### src/design/spkg_pkg.sv
// Shared types, constants and helper functions of the shuffle pool keystream generator.
`default_nettype none
package spkg_pkg;
	localparam int unsigned POOL_DEPTH = 128;
	localparam int unsigned POOL_AW    = $clog2(POOL_DEPTH);
	localparam logic [31:0] GOLDEN_WORD = 32'h9e3779b9;

	typedef enum logic [1:0] {
		REQ_RESTART = 2'd0,
		REQ_KEY     = 2'd1,
		REQ_COMMIT  = 2'd2,
		REQ_DRAW    = 2'd3
	} req_t;

	typedef struct packed {
		req_t       req;
		logic [6:0] byte_index;
		logic [7:0] key_byte;
	} cmd_t;

	// rotation amounts: which = 0 for the b rotate, 1 for c, 2 for d
	function automatic logic [4:0] rot_amt(input logic [1:0] sel, input logic [1:0] which);
		logic [4:0] r;
		r = 5'd0;
		case (sel)
			2'd0: r = (which == 2'd0) ? 5'd14 : (which == 2'd1) ? 5'd9  : 5'd16;
			2'd1: r = (which == 2'd0) ? 5'd17 : (which == 2'd1) ? 5'd8  : 5'd14;
			2'd2: r = (which == 2'd0) ? 5'd17 : (which == 2'd1) ? 5'd19 : 5'd30;
			2'd3: r = (which == 2'd0) ? 5'd15 : (which == 2'd1) ? 5'd9  : 5'd24;
			default: r = 5'd0;
		endcase
		return r;
	endfunction

	function automatic logic [31:0] rotl32(input logic [31:0] x, input logic [4:0] k);
		logic [63:0] w;
		w = {x, x} << k;
		return w[63:32];
	endfunction
endpackage
`default_nettype wire

### src/design/spkg_front.sv
// Input side: accepts request beats and holds them in a two-entry command queue.
`default_nettype none
module spkg_front (
	input  wire logic            clk,
	input  wire logic            arst_n,
	input  wire logic            in_valid,
	output logic                 in_ready,
	input  wire logic [1:0]      req_type,
	input  wire logic [6:0]      key_byte_index,
	input  wire logic [7:0]      key_byte,
	output logic                 cmd_valid,
	output spkg_pkg::cmd_t       cmd,
	input  wire logic            cmd_pop
);
	import spkg_pkg::*;

	cmd_t       entry_q [2];
	logic [1:0] count_q;
	logic       push;
	cmd_t       in_cmd;
	logic [1:0] count_after_pop;

	assign in_ready  = (count_q != 2'd2);
	assign push      = in_valid && in_ready;
	assign cmd_valid = (count_q != 2'd0);
	assign cmd       = entry_q[0];
	assign count_after_pop = count_q - {1'b0, cmd_pop};

	always_comb begin
		in_cmd.req        = req_t'(req_type);
		in_cmd.byte_index = key_byte_index;
		in_cmd.key_byte   = key_byte;
	end

	always_ff @(posedge clk or negedge arst_n) begin
		if (!arst_n) begin
			count_q <= 2'd0;
		end else begin
			count_q <= count_after_pop + {1'b0, push};
		end
	end

	// shift on pop, then place the new beat behind what remains
	always_ff @(posedge clk) begin
		if (push && !count_after_pop[0]) begin
			entry_q[0] <= in_cmd;
		end else if (cmd_pop) begin
			entry_q[0] <= entry_q[1];
		end
		if (push && count_after_pop[0]) begin
			entry_q[1] <= in_cmd;
		end
	end
endmodule
`default_nettype wire

### config.mk
export PLATFORM = sky130hd
export DESIGN_NAME = spkg_front
export DESIGN_NICKNAME = d
export VERILOG_FILES = /design/src/design/spkg_pkg.sv /design/src/design/spkg_front.sv
export SDC_FILE = /design/constraint.sdc
export NUM_CORES = 1
export LEC_CHECK = 0
export ABC_CLOCK_PERIOD_IN_PS = 3300
export CAP_MARGIN = 5
export CELL_PAD_IN_SITES_DETAIL_PLACEMENT = 0
export CELL_PAD_IN_SITES_GLOBAL_PLACEMENT = 2
export CORE_MARGIN = 4
export CORE_UTILIZATION = 39
export CTS_CLUSTER_DIAMETER = 200
export DETAILED_ROUTE_END_ITERATION = 16
export DONT_BUFFER_PORTS = 1
export PLACE_DENSITY = 0.81
export SLEW_MARGIN = 0
export SYNTH_ARGS = -nofsm -noshare
export SYNTH_HDL_FRONTEND = slang
export SYNTH_SLANG_ARGS = --single-unit
### constraint.sdc
create_clock -name clk -period 3.3 [get_ports clk]
set_input_delay 0.495 -clock clk [delete_from_list [all_inputs] [get_ports clk]]
set_output_delay 0.495 -clock clk [all_outputs]
set_load 0.005 [all_outputs]
==> results by group, run 1 <==
Detailed routing
  • Via-to-Cell Ratio: 4.67
  • DR top layer: met4
  • Final WL: approximately 2.2 mm
  • DRT Pass-1 Iters: 2
  • First DRT Iteration DRCs: 20
  • Remaining DRCs: 0
  • Met2 WL: slightly above 1 mm
  • Post-DRT Antenna Nets: 0
  • Vias: 575
  • Wire length on met3: between 200 and 250 um
  • M1 WL: 850 um
  • Post-detailed-route wirelength per cell: about 18 um

Clock network
  • Cts bufs inserted: 5
  • Clock transition at path regs: about 70 ps
  • Clk root buf: clkbuf_8
  • Hold buffer count at cts: 1
  • TritonCTS sink count: 36
  • H-tree lvl count: 2
  • Clk buf depth: 2
  • Setup Buffers After CTS: 0
  • CTS tree: built
  • Clk Latency, worst-skew pair: roughly 280 ps
  • CTS resizes: 0

Layout
  • Final nets: about 100
  • Layout area overhead: 1.44%
  • Multi-input logic area: 323 um^2
  • Fill count: 339
  • Fin util: a little over two fifths
  • Layout cells sized above 1: a little under two fifths
  • Reg area: around 1100 um^2
  • Final Non-Filler Cells: ~120
  • # diodes: 0
  • Post-route cell area: around 1600 um^2

Setup path
  • CP Capture Type: flip-flop
  • Worst Path Arrival: 2060 ps
  • RR Endpoint: count_q[1]
  • Crit Path Category: flip-flop to flip-flop
  • Worst path slowest cell: ha_1
  • CP bufs+invs: 2
  • Reg-to-Reg Start: count_q[0]
  • Worst-path cell chain: inv_1 > ha_1 > inv_1 > ha_1 > xnor2_1 > xnor2_1
  • CP required: 3470 ps
  • Worst Setup SP: count_q[0]
  • Family with the most delay on the worst path: adder cells
  • Worst R2R Path Depth: 6
  • R2R Setup Slk: about 1400 ps
  • Instance count on the critical path: 6
  • Max incr delay on CP: approximately 700 ps
  • Type of origin of the critical path: flip-flop
  • CP Max Fanout: 18
  • Worst Setup EP: count_q[1]

Timing
  • RSZ-0062 raised after global routing: false
  • Worst Tran Pin Value: 846 ps
  • Final WS setup: between 1000 and 1500 ps
  • Achievable Freq: ~530 MHz
  • Final Hold Viols: 0
  • Setup violators final: 0
  • Worst slew margin: around 44%
  • Max Slew Vio Count: 0
  • Setup TNS: 0 ps
  • Worst hold slack: ~300 ps
  • Clock Skew: around 5 ps
  • Post-route clock period utilization: between 50% and 60%
  • Final Critical Period: ~1900 ps

Power
  • Pwr/cell area: 818 nW/um^2
  • P_leak: between 0.5 and 0.6 nW
  • Pwr Total: roughly 1.3 mW
  • Max rail drop VDD: between 0.3 and 0.4 mV

Place
  • Routability cong.: 0.650
  • Port bufs: 0
  • # placed instances: approximately 110
  • Post-DP HPWL: 1.46 mm
  • Area post-placement: ~1500 um^2
  • Placement Setup Slack: between 1000 and 1500 ps

Floorplanning
  • Die Y: 71.3 um
  • Area of the core: about 3800 um^2
  • Ports: 40
  • Die area: around 5000 um^2
  • # rows: 22
  • Die Width: 71.3 um
  • Initial core utilization: about two fifths

GRT
  • Vias in the first global route: roughly 660
  • GRT Total Usage: under 10%
  • Antenna violations before repair: 0
  • GR Overflow Total: 0
  • Largest net degree at the start of global routing: 19
  • First-pass GRT wire length: between 3 and 4 mm

Synth
  • Synth Warn #: 0
  • Mapped Area: between 1500 and 2000 um^2
  • Number of library cell types mapped by synthesis: 14
  • Post-Syn Nets: between 100 and 150
  • Seq cells post-synth: 36
  • Synthesized area per cell: approximately 18 um^2
  • Syn Inst Count: 85
  • Sequential share of the synthesized area: between 60% and 70%

Job
  • Maximum capacitance violations: 0

Hold path
  • Hold Path Class: input port to flip-flop

Outcome
  • Status: finished, final reports clean
cell usage in the layout (no fill, tap or decap):
master / Yosys / layout
clkbuf_8: 0 / 5
nand2b_4: 1 / 1
mux2_4: 10 / 10
dfrtp_1: 2 / 2
or2_2: 2 / 2
edfxtp_1: 34 / 34
and2_1: 1 / 1
bufinv_16: 0 / 1
clkinvlp_4: 0 / 1
nand2b_1: 1 / 1
dlygate4sd3_1: 0 / 1
xnor2_1: 2 / 2
inv_1: 3 / 3
ha_1: 3 / 3
mux2_2: 7 / 7
clkinv_2: 0 / 1
report_power, final:
group / internal [mW] / switching (mW)
Clock: 0.223 / 0.158
Sequential: 0.651 / 0.0442
Combinational: 0.109 / 0.113
flip-flops by register name, summed over array words and instances, names as in the netlist:
signal   count
count_q      2
entry_q     34
how the worst min path moves through the flow:
stage,from,endpoint,slack [ps],cells after the start
after floorplan,arst_n,count_q[0],200,0
after global placement,arst_n,count_q[0],200,0
after detailed placement,arst_n,count_q[1],200,0
after CTS,key_byte[5],entry_q[0][22],290,0
after global routing,req_type[1],entry_q[0][33],280,0
final,key_byte[5],entry_q[0][22],300,0
metal layers:
layer	global-route usage (%)	vias up
met1	9.86	273
li1	-	264
met4	6.26	0
met5	0	-
met2	14.6	31
met3	5.05	7
cells by family (layout without fill, tap and decap cells):
kind of cell / Yosys count / count (layout) / share of synthesized area [%]
xor gates and xnor gates: 2 / 2 / 1.12
DFF: 36 / 36 / 68.5
muxes: 17 / 17 / 14.6
adders and majority gates: 3 / 3 / 2.40
buffers and inverters: 22 / 12 / 10.9
and+or+nand+nor: 5 / 5 / 2.48
cell type report:
class                           instances  share of cell area [%]
Sequential cell                        36                    67.5
Multi-Input combinational cell         27                    20.3
Clock buffer                            5                    4.34
Tap cell                               48                    3.79
Clock inverter                          3                    2.68
Inverter                                3                   0.710
Timing Repair Buffer                    1                   0.631
cell usage after synthesis, drive strengths merged:
library cell  number  area share (%)
inv                3            0.72
and2               1            0.40
dfrtp              2             3.2
edfxtp            34              65
ha                 3             2.4
nand2b             2             1.3
buf               19              10
or2                2            0.80
xnor2              2             1.1
mux2              17              15
No activity file was read; power rests on OpenSTA's default activity.
==> run 2: changes to the inputs <==
--- a/config.mk
+++ b/config.mk
@@ -5,7 +5,7 @@
 export SDC_FILE = /design/constraint.sdc
 export NUM_CORES = 1
 export LEC_CHECK = 0
-export ABC_CLOCK_PERIOD_IN_PS = 3300
+export ABC_CLOCK_PERIOD_IN_PS = 1500
 export CAP_MARGIN = 5
 export CELL_PAD_IN_SITES_DETAIL_PLACEMENT = 0
 export CELL_PAD_IN_SITES_GLOBAL_PLACEMENT = 2
@@ -14,7 +14,7 @@
 export CTS_CLUSTER_DIAMETER = 200
 export DETAILED_ROUTE_END_ITERATION = 16
 export DONT_BUFFER_PORTS = 1
-export PLACE_DENSITY = 0.81
+export PLACE_DENSITY = 0.84
 export SLEW_MARGIN = 0
 export SYNTH_ARGS = -nofsm -noshare
 export SYNTH_HDL_FRONTEND = slang
==> constraint.sdc (replaced) <==
create_clock -name clk -period 1.5 [get_ports clk]
set_input_delay 0.225 -clock clk [delete_from_list [all_inputs] [get_ports clk]]
set_output_delay 0.225 -clock clk [all_outputs]
set_load 0.005 [all_outputs]
==> run 2 against run 1 <==
  * The flow now finishes with violations (setup timing)
  * Die area unchanged
  * Clock power is 56% higher
  * Design area rose by 9.0%
  * Worst setup slack worse by 1600 ps
  * Critical path depth did not move
  * Worst hold slack worse by 260 ps
  * Register-to-register slack lost 1600 ps
  * Power grew 130%
  * Combinational power grew to 3.8 times the previous value
  * Clock skew shrank 1.9 ps
  * Routed wire length increased by 0.60%
  * Critical endpoint is now entry_q[0][1]
  * Largest power group unchanged
  * Highest routed layer unchanged
==> results by group, run 2 (synthesized netlist as in run 1, its figures left out) <==
Outcome
  • Status: finished with violations
  • Failing checks: setup timing

Place
  • Placement Setup Slack: -275 ps
  • Routability cong.: 0.623
  • Port bufs: 0
  • Post-DP HPWL: about 1.6 mm
  • Area post-placement: approximately 1500 um^2

Floorplanning
  • Ports: 40
  • # rows: 22
  • Initial core utilization: approximately two fifths
  • Die Y: roughly 71 um
  • Die area: 5090 um^2
  • Die Width: just over 70 um
  • Area of the core: between 3000 and 4000 um^2

Power
  • P_leak: between 0.6 and 0.7 nW
  • Pwr/cell area: 1720 nW/um^2
  • Max rail drop VDD: 0.971 mV

Layout
  • Most flop-heavy register: entry_q
  • Biggest regs: entry_q x34, count_q x2
  • Layout area overhead: 10.6%
  • Layout cells sized above 1: about half
  • Most common library cell in the layout ignoring fill and taps: edfxtp_1
  • Commonest cells after routing, fill and taps aside: 34 x edfxtp_1, 11 x mux2_4, 6 x mux2_2
  • Post-route cell area: between 1500 and 2000 um^2
  • # diodes: 0
  • Final nets: roughly 110
  • Number of flip-flops in the largest register: 34

Timing
  • Clock Skew: between 3 and 4 ps
  • Worst Tran Pin Value: 406 ps
  • Achievable Freq: about 590 MHz
  • Worst hold slack: 41.9 ps
  • Worst slew margin: between 70 and 80%
  • Setup TNS: -4870 ps
  • RSZ-0062 raised after global routing: true
  • Final Critical Period: 1690 ps
  • Setup violators final: 34
  • Final WS setup: -189 ps
  • Post-route clock period utilization: 113%
  • Max Slew Vio Count: 0
  • Final Hold Viols: 0

Clock network
  • Clk Latency, worst-skew pair: roughly 270 ps
  • Clk root buf: clkbuf_8
  • TritonCTS sink count: 36
  • Clk buf depth: 2
  • H-tree lvl count: 2
  • CTS tree: built
  • Clock transition at path regs: around 60 ps
  • Cts bufs inserted: 5

Detailed routing
  • Vias: 606
  • DRT Pass-1 Iters: 4
  • Remaining DRCs: 0
  • Post-DRT Antenna Nets: 0
  • Post-detailed-route wirelength per cell: between 15 and 20 um
  • First DRT Iteration DRCs: 40
  • Final WL: 2.18 mm
  • Via-to-Cell Ratio: approximately 4.6

GRT
  • GR Overflow Total: 0
  • Antenna violations before repair: 0
  • Largest net degree at the start of global routing: 18
  • GRT Total Usage: 9.37%
  • First-pass GRT wire length: approximately 3.6 mm
  • Vias in the first global route: roughly 700

Job
  • Maximum capacitance violations: 0

Setup path
  • CP Max Fanout: 6
  • CP Capture Type: flip-flop
  • Worst Path Arrival: about 1700 ps
  • Type of origin of the critical path: flip-flop
  • CP required: 1520 ps
  • Crit Path Category: flip-flop to flip-flop

Hold path
  • Hold Path Class: input port to flip-flop
-- run 2: changes by cell type in the layout (fill, tap and decap cells not counted), moves of 2 or more --
cell / before / now
buf_4: 0 / 5
buf_6: 0 / 2
buf_12: 0 / 2
clkinv_1: 0 / 2
xnor2_1: 2 / 0
ha_1: 3 / 0
ha_4: 0 / 3
-- run 2: power breakdown --
group,internal (mW),switching (mW)
registers,1.43,0.108
logic,0.504,0.342
clock network,0.306,0.290
-- run 2: layer usage --
metal	wire length (um)	up-vias	GRT usage [%]
li1	-	282	-
met1	778	292	9.52
met2	1170	28	15.7
met3	206	4	5.47
met4	29	0	3.76
met5	0	-	0
-- run 2: worst paths after layout --
| kind | from | to | slack (ps) | cells after the start |
|---|---|---|---|---|
| min reg2reg | entry_q[0][28] | entry_q[0][11] | 550 | 1 |
| max in group asynchronous | arst_n | count_q[0] | 1200 | 1 |
| min in group asynchronous | arst_n | count_q[1] | 180 | 1 |
| max | count_q[0] | entry_q[0][1] | -190 | 6 |
| min | key_byte[0] | entry_q[0][17] | 40 | 0 |
| max reg2reg | count_q[0] | entry_q[0][1] | -190 | 6 |
-- run 2: worst max-delay path, cell delays in order (launching register included) --
cell	delay, ps
dfrtp_1	400
nand2b_4	150
and2_4	140
ha_4	150
nand2b_4	160
buf_12	140
mux2_4	290
-- run 2: repair_timing --
| item | 4_1_cts | 5_1_grt |
|---|---|---|
| pin swaps | 1 | 1 |
| gates cloned | 0 | 0 |
| setup buffers | 4 | 1 |
| hold endpoints to repair | 2 | 0 |
| hold buffers | 1 | 0 |
| endpoints found under the setup margin | 35 | 35 |
| resized for setup | 6 | 3 |
-- run 2: through the flow --
| step | cells | power [mW] | utilization, % |
|---|---|---|---|
| floorplan | 85 | 2.19 | - |
| global placement | 119 | 2.17 | 40.8 |
| detailed placement | 119 | 2.22 | 40.8 |
| CTS | 131 | 2.96 | 45.3 |
| global route | 131 | 3.16 | 45.9 |
| finish | 131 | 2.98 | 45.9 |
-- run 2: area by class of cell --
cell class,count,area [um^2]
clock buffer,5,68.8
clock inverter,2,7.51
fill,319,2040
inverter,3,11.3
multi-input combinational,27,400
sequential,36,1070
tap,48,60.1
timing repair buffer,10,110
==> run 3: changes to the inputs <==
--- a/config.mk
+++ b/config.mk
@@ -5,12 +5,13 @@
 export SDC_FILE = /design/constraint.sdc
 export NUM_CORES = 1
 export LEC_CHECK = 0
+export ABC_AREA = 1
 export ABC_CLOCK_PERIOD_IN_PS = 1500
 export CAP_MARGIN = 5
 export CELL_PAD_IN_SITES_DETAIL_PLACEMENT = 0
 export CELL_PAD_IN_SITES_GLOBAL_PLACEMENT = 2
 export CORE_MARGIN = 4
-export CORE_UTILIZATION = 39
+export CORE_UTILIZATION = 36
 export CTS_CLUSTER_DIAMETER = 200
 export DETAILED_ROUTE_END_ITERATION = 16
 export DONT_BUFFER_PORTS = 1
==> run 3 against run 2 <==
  * The run now ends clean
  * Power grew 2.0%
  * Sequential power about the same
  * Register-to-register slack better by 210 ps
  * Die area rose by 9.0%
  * Worst setup slack better by 210 ps
  * Via count rose by 36%
  * Cell count rose by 32%
  * Clock-buffer cell count is 1 higher
  * Synthesized area up 1.7%
  * Worst hold slack got worse by 0.69 ps
  * Critical endpoint is now entry_q[0][8]
  * Highest routed layer unchanged
==> results by group, run 3 <==
Floorplanning
  • Ports: 40
  • Die Y: between 70 and 80 um
  • Area of the core: between 4000 and 5000 um^2
  • Initial core utilization: 38.4%
  • Die Width: 74.5 um
  • # rows: 23
  • Die area: approximately 5500 um^2

Power
  • Switching Fraction: 29.6%
  • Sw Pwr: 898 uW
  • P_leak: between 0.6 and 0.7 nW
  • Max rail drop VDD: approximately 0.73 mV
  • Pwr/cell area: 1740 nW/um^2
  • Internal power: around 2.1 mW
  • Pwr Total: 3.04 mW
  • Clock power frac: 20.3%
  • Combinational fraction of design power: 28.4%
  • Sequential share of power: roughly half

Synth
  • Sequential share of the synthesized area: between 60% and 70%
  • Mapped Area: 1590 um^2
  • Most frequent cells after synthesis: 37 x nand2_1, 34 x edfxtp_1, 19 x buf_4
  • Syn Inst Count: between 100 and 150
  • Post-Syn Nets: about 150
  • Synth Warn #: 0
  • Synthesized area per cell: roughly 12 um^2
  • Top cells by area, synth: edfxtp_1 64%, buf_4 9.0%, nand2_1 8.7%
  • Post-synth ARST share: under 10%
  • Cell taking the most area after synthesis: edfxtp_1
  • Most used DFF post-synth: edfxtp_1
  • Number of library cell types mapped by synthesis: 13
  • Top-count cell post-synth: nand2_1
  • Top cell type's share of synthesized area: about 64%
  • Post-synth EDFFs: 34
  • Seq cells post-synth: 36

GRT
  • GR Overflow Total: 0
  • Met1 Use GR: 10.9%
  • Largest net degree at the start of global routing: 22
  • Met2 GRT Util: a little under a fifth
  • GRT Max-Usage Layer: met2
  • Routing usage on met3: 6.76%
  • GRT Total Usage: 11.0%
  • First-pass GRT wire length: 4.39 mm
  • Vias in the first global route: 889
  • Antenna violations before repair: 0

Setup path
  • Worst path slowest cell: dfrtp_1
  • Max incr delay on CP: 370 ps
  • Crit-path most repeated cell: ha_4
  • Crit Path Category: flip-flop to flip-flop
  • CP Capture Type: flip-flop
  • Worst Path Arrival: 1490 ps
  • Type of origin of the critical path: flip-flop
  • CP Max Fanout: 17
  • R2R Setup Slk: between 15 and 20 ps
  • Worst-path cell chain: inv_2 > ha_4 > ha_4 > or2_4
  • CP required: between 1500 and 2000 ps

Place
  • # placed instances: roughly 160
  • Routability cong.: roughly 0.69
  • Port bufs: 0
  • Post-DP HPWL: roughly 2.0 mm
  • Placement Setup Slack: -72.2 ps

Layout
  • Layout cells sized above 1: 23.6%
  • Biggest regs: entry_q x34, count_q x2
  • Final Non-Filler Cells: around 170
  • Final nets: ~150
  • Layout area overhead: 10.1%
  • Most flop-heavy register: entry_q
  • Fill count: a little over 400
  • Fin util: a little over two fifths
  • Commonest cells after routing, fill and taps aside: 36 x nand2_1, 34 x edfxtp_1, 15 x nand3_1
  • Multi-input logic area: ~400 um^2
  • Most common library cell in the layout ignoring fill and taps: nand2_1
  • Reg area: 1070 um^2
  • # diodes: 0
  • Number of flip-flops in the largest register: 34

Timing
  • Worst hold slack: around 40 ps
  • Final WS setup: a little under 20 ps
  • Post-route clock period utilization: around 100%
  • Worst slew margin: between 80% and 90%
  • Achievable Freq: around 680 MHz
  • Max Slew Vio Count: 0
  • Final Critical Period: approximately 1500 ps
  • Final Hold Viols: 0
  • Setup violators final: 0
  • RSZ-0062 raised after global routing: true
  • Clock Skew: ~1.4 ps
  • Worst Tran Pin Value: 232 ps

Detailed routing
  • DRT Pass-1 Iters: 4
  • Remaining DRCs: 0
  • Via-to-Cell Ratio: about 4.8
  • Vias: 822
  • Post-DRT Antenna Nets: 0
  • First DRT Iteration DRCs: 42
  • Post-detailed-route wirelength per cell: 16.0 um
  • Final WL: 2.77 mm

Clock network
  • Clk root buf: clkbuf_8
  • Clk Latency, worst-skew pair: 270 ps
  • Clock transition at path regs: about 70 ps
  • TritonCTS sink count: 36
  • Cts bufs inserted: 5
  • Clk buf depth: 2
  • CTS tree: built
  • H-tree lvl count: 2

Outcome
  • Status: finished, final reports clean

Job
  • Maximum capacitance violations: 0

Hold path
  • Hold Path Class: input port to flip-flop
==> run 3: final cells by class <==
class | count | share of cell area, %
clock inverter | 1 | 0.286
timing repair buffer | 7 | 5.50
inverter | 7 | 2.22
sequential | 36 | 61.2
tap | 50 | 3.57
clock buffer | 6 | 4.15
multi-input combinational | 66 | 23.1
==> run 3: layer usage <==
layer	vias to the layer above	share of wire [%]
met5	-	0
met4	0	1.7
met2	24	50
met3	4	11
met1	391	38
li1	403	-
==> run 3: worst max-delay path: cells and delay by family, from the launching register on <==
kind / cells / cell delay [ps]
adder cells (fa/ha/maj): 2 / 410
flip-flops: 1 / 370
AND/OR/NAND/NOR: 1 / 330
buffers and inverters: 1 / 110
==> run 3: cell families (layout without fill, tap and decap cells) <==
family	Yosys count	after routing	synth area share [%]
flip-flops	36	36	67.3
AND/OR/NAND/NOR	61	62	17.6
AO/OA/AOI/OAI	1	1	0.472
buffers and inverters	28	21	12.2
adder cells (fa/ha/maj)	3	3	2.36
==> run 3: worst paths after layout <==
path / start / depth (start not counted) / end
min in group asynchronous: arst_n / 1 / count_q[0]
setup / recovery: count_q[0] / 4 / entry_q[0][8]
hold reg to reg: entry_q[0][26] / 2 / entry_q[0][9]
max in group asynchronous: arst_n / 1 / count_q[1]
setup reg to reg: count_q[0] / 4 / entry_q[0][8]
hold / removal: key_byte[4] / 0 / entry_q[0][21]
==> run 3: power by group through the flow <==
stage / Combinational, mW / Clock (mW) / Sequential, mW
4_1_cts: 0.742 / 0.636 / 1.56
3_3_place_gp: 0.670 / 0 / 1.57
3_5_place_dp: 0.709 / 0 / 1.58
5_1_grt: 0.971 / 0.688 / 1.59
6_report: 0.863 / 0.616 / 1.56
2_1_floorplan: 0.646 / 0 / 1.51
==> run 3: metrics by stage <==
| stage | instance area (um^2) | TNS [ps] |
|---|---|---|
| after floorplan | 1600 | 0 |
| after global placement | 1570 | 0 |
| after detailed placement | 1570 | -1860 |
| after CTS | 1670 | -136 |
| after global routing | 1750 | -444 |
| final | 1750 | 0 |
==> run 3: repair_timing <==
action | 4_1_cts | 5_1_grt
endpoints found under the hold margin | 2 | 0
buffers inserted | 0 | 1
endpoints found under the setup margin | 34 | 34
cloned | 1 | 0
gates resized for setup | 2 | 13
hold buffers | 1 | 0
pin swaps | 2 | 5
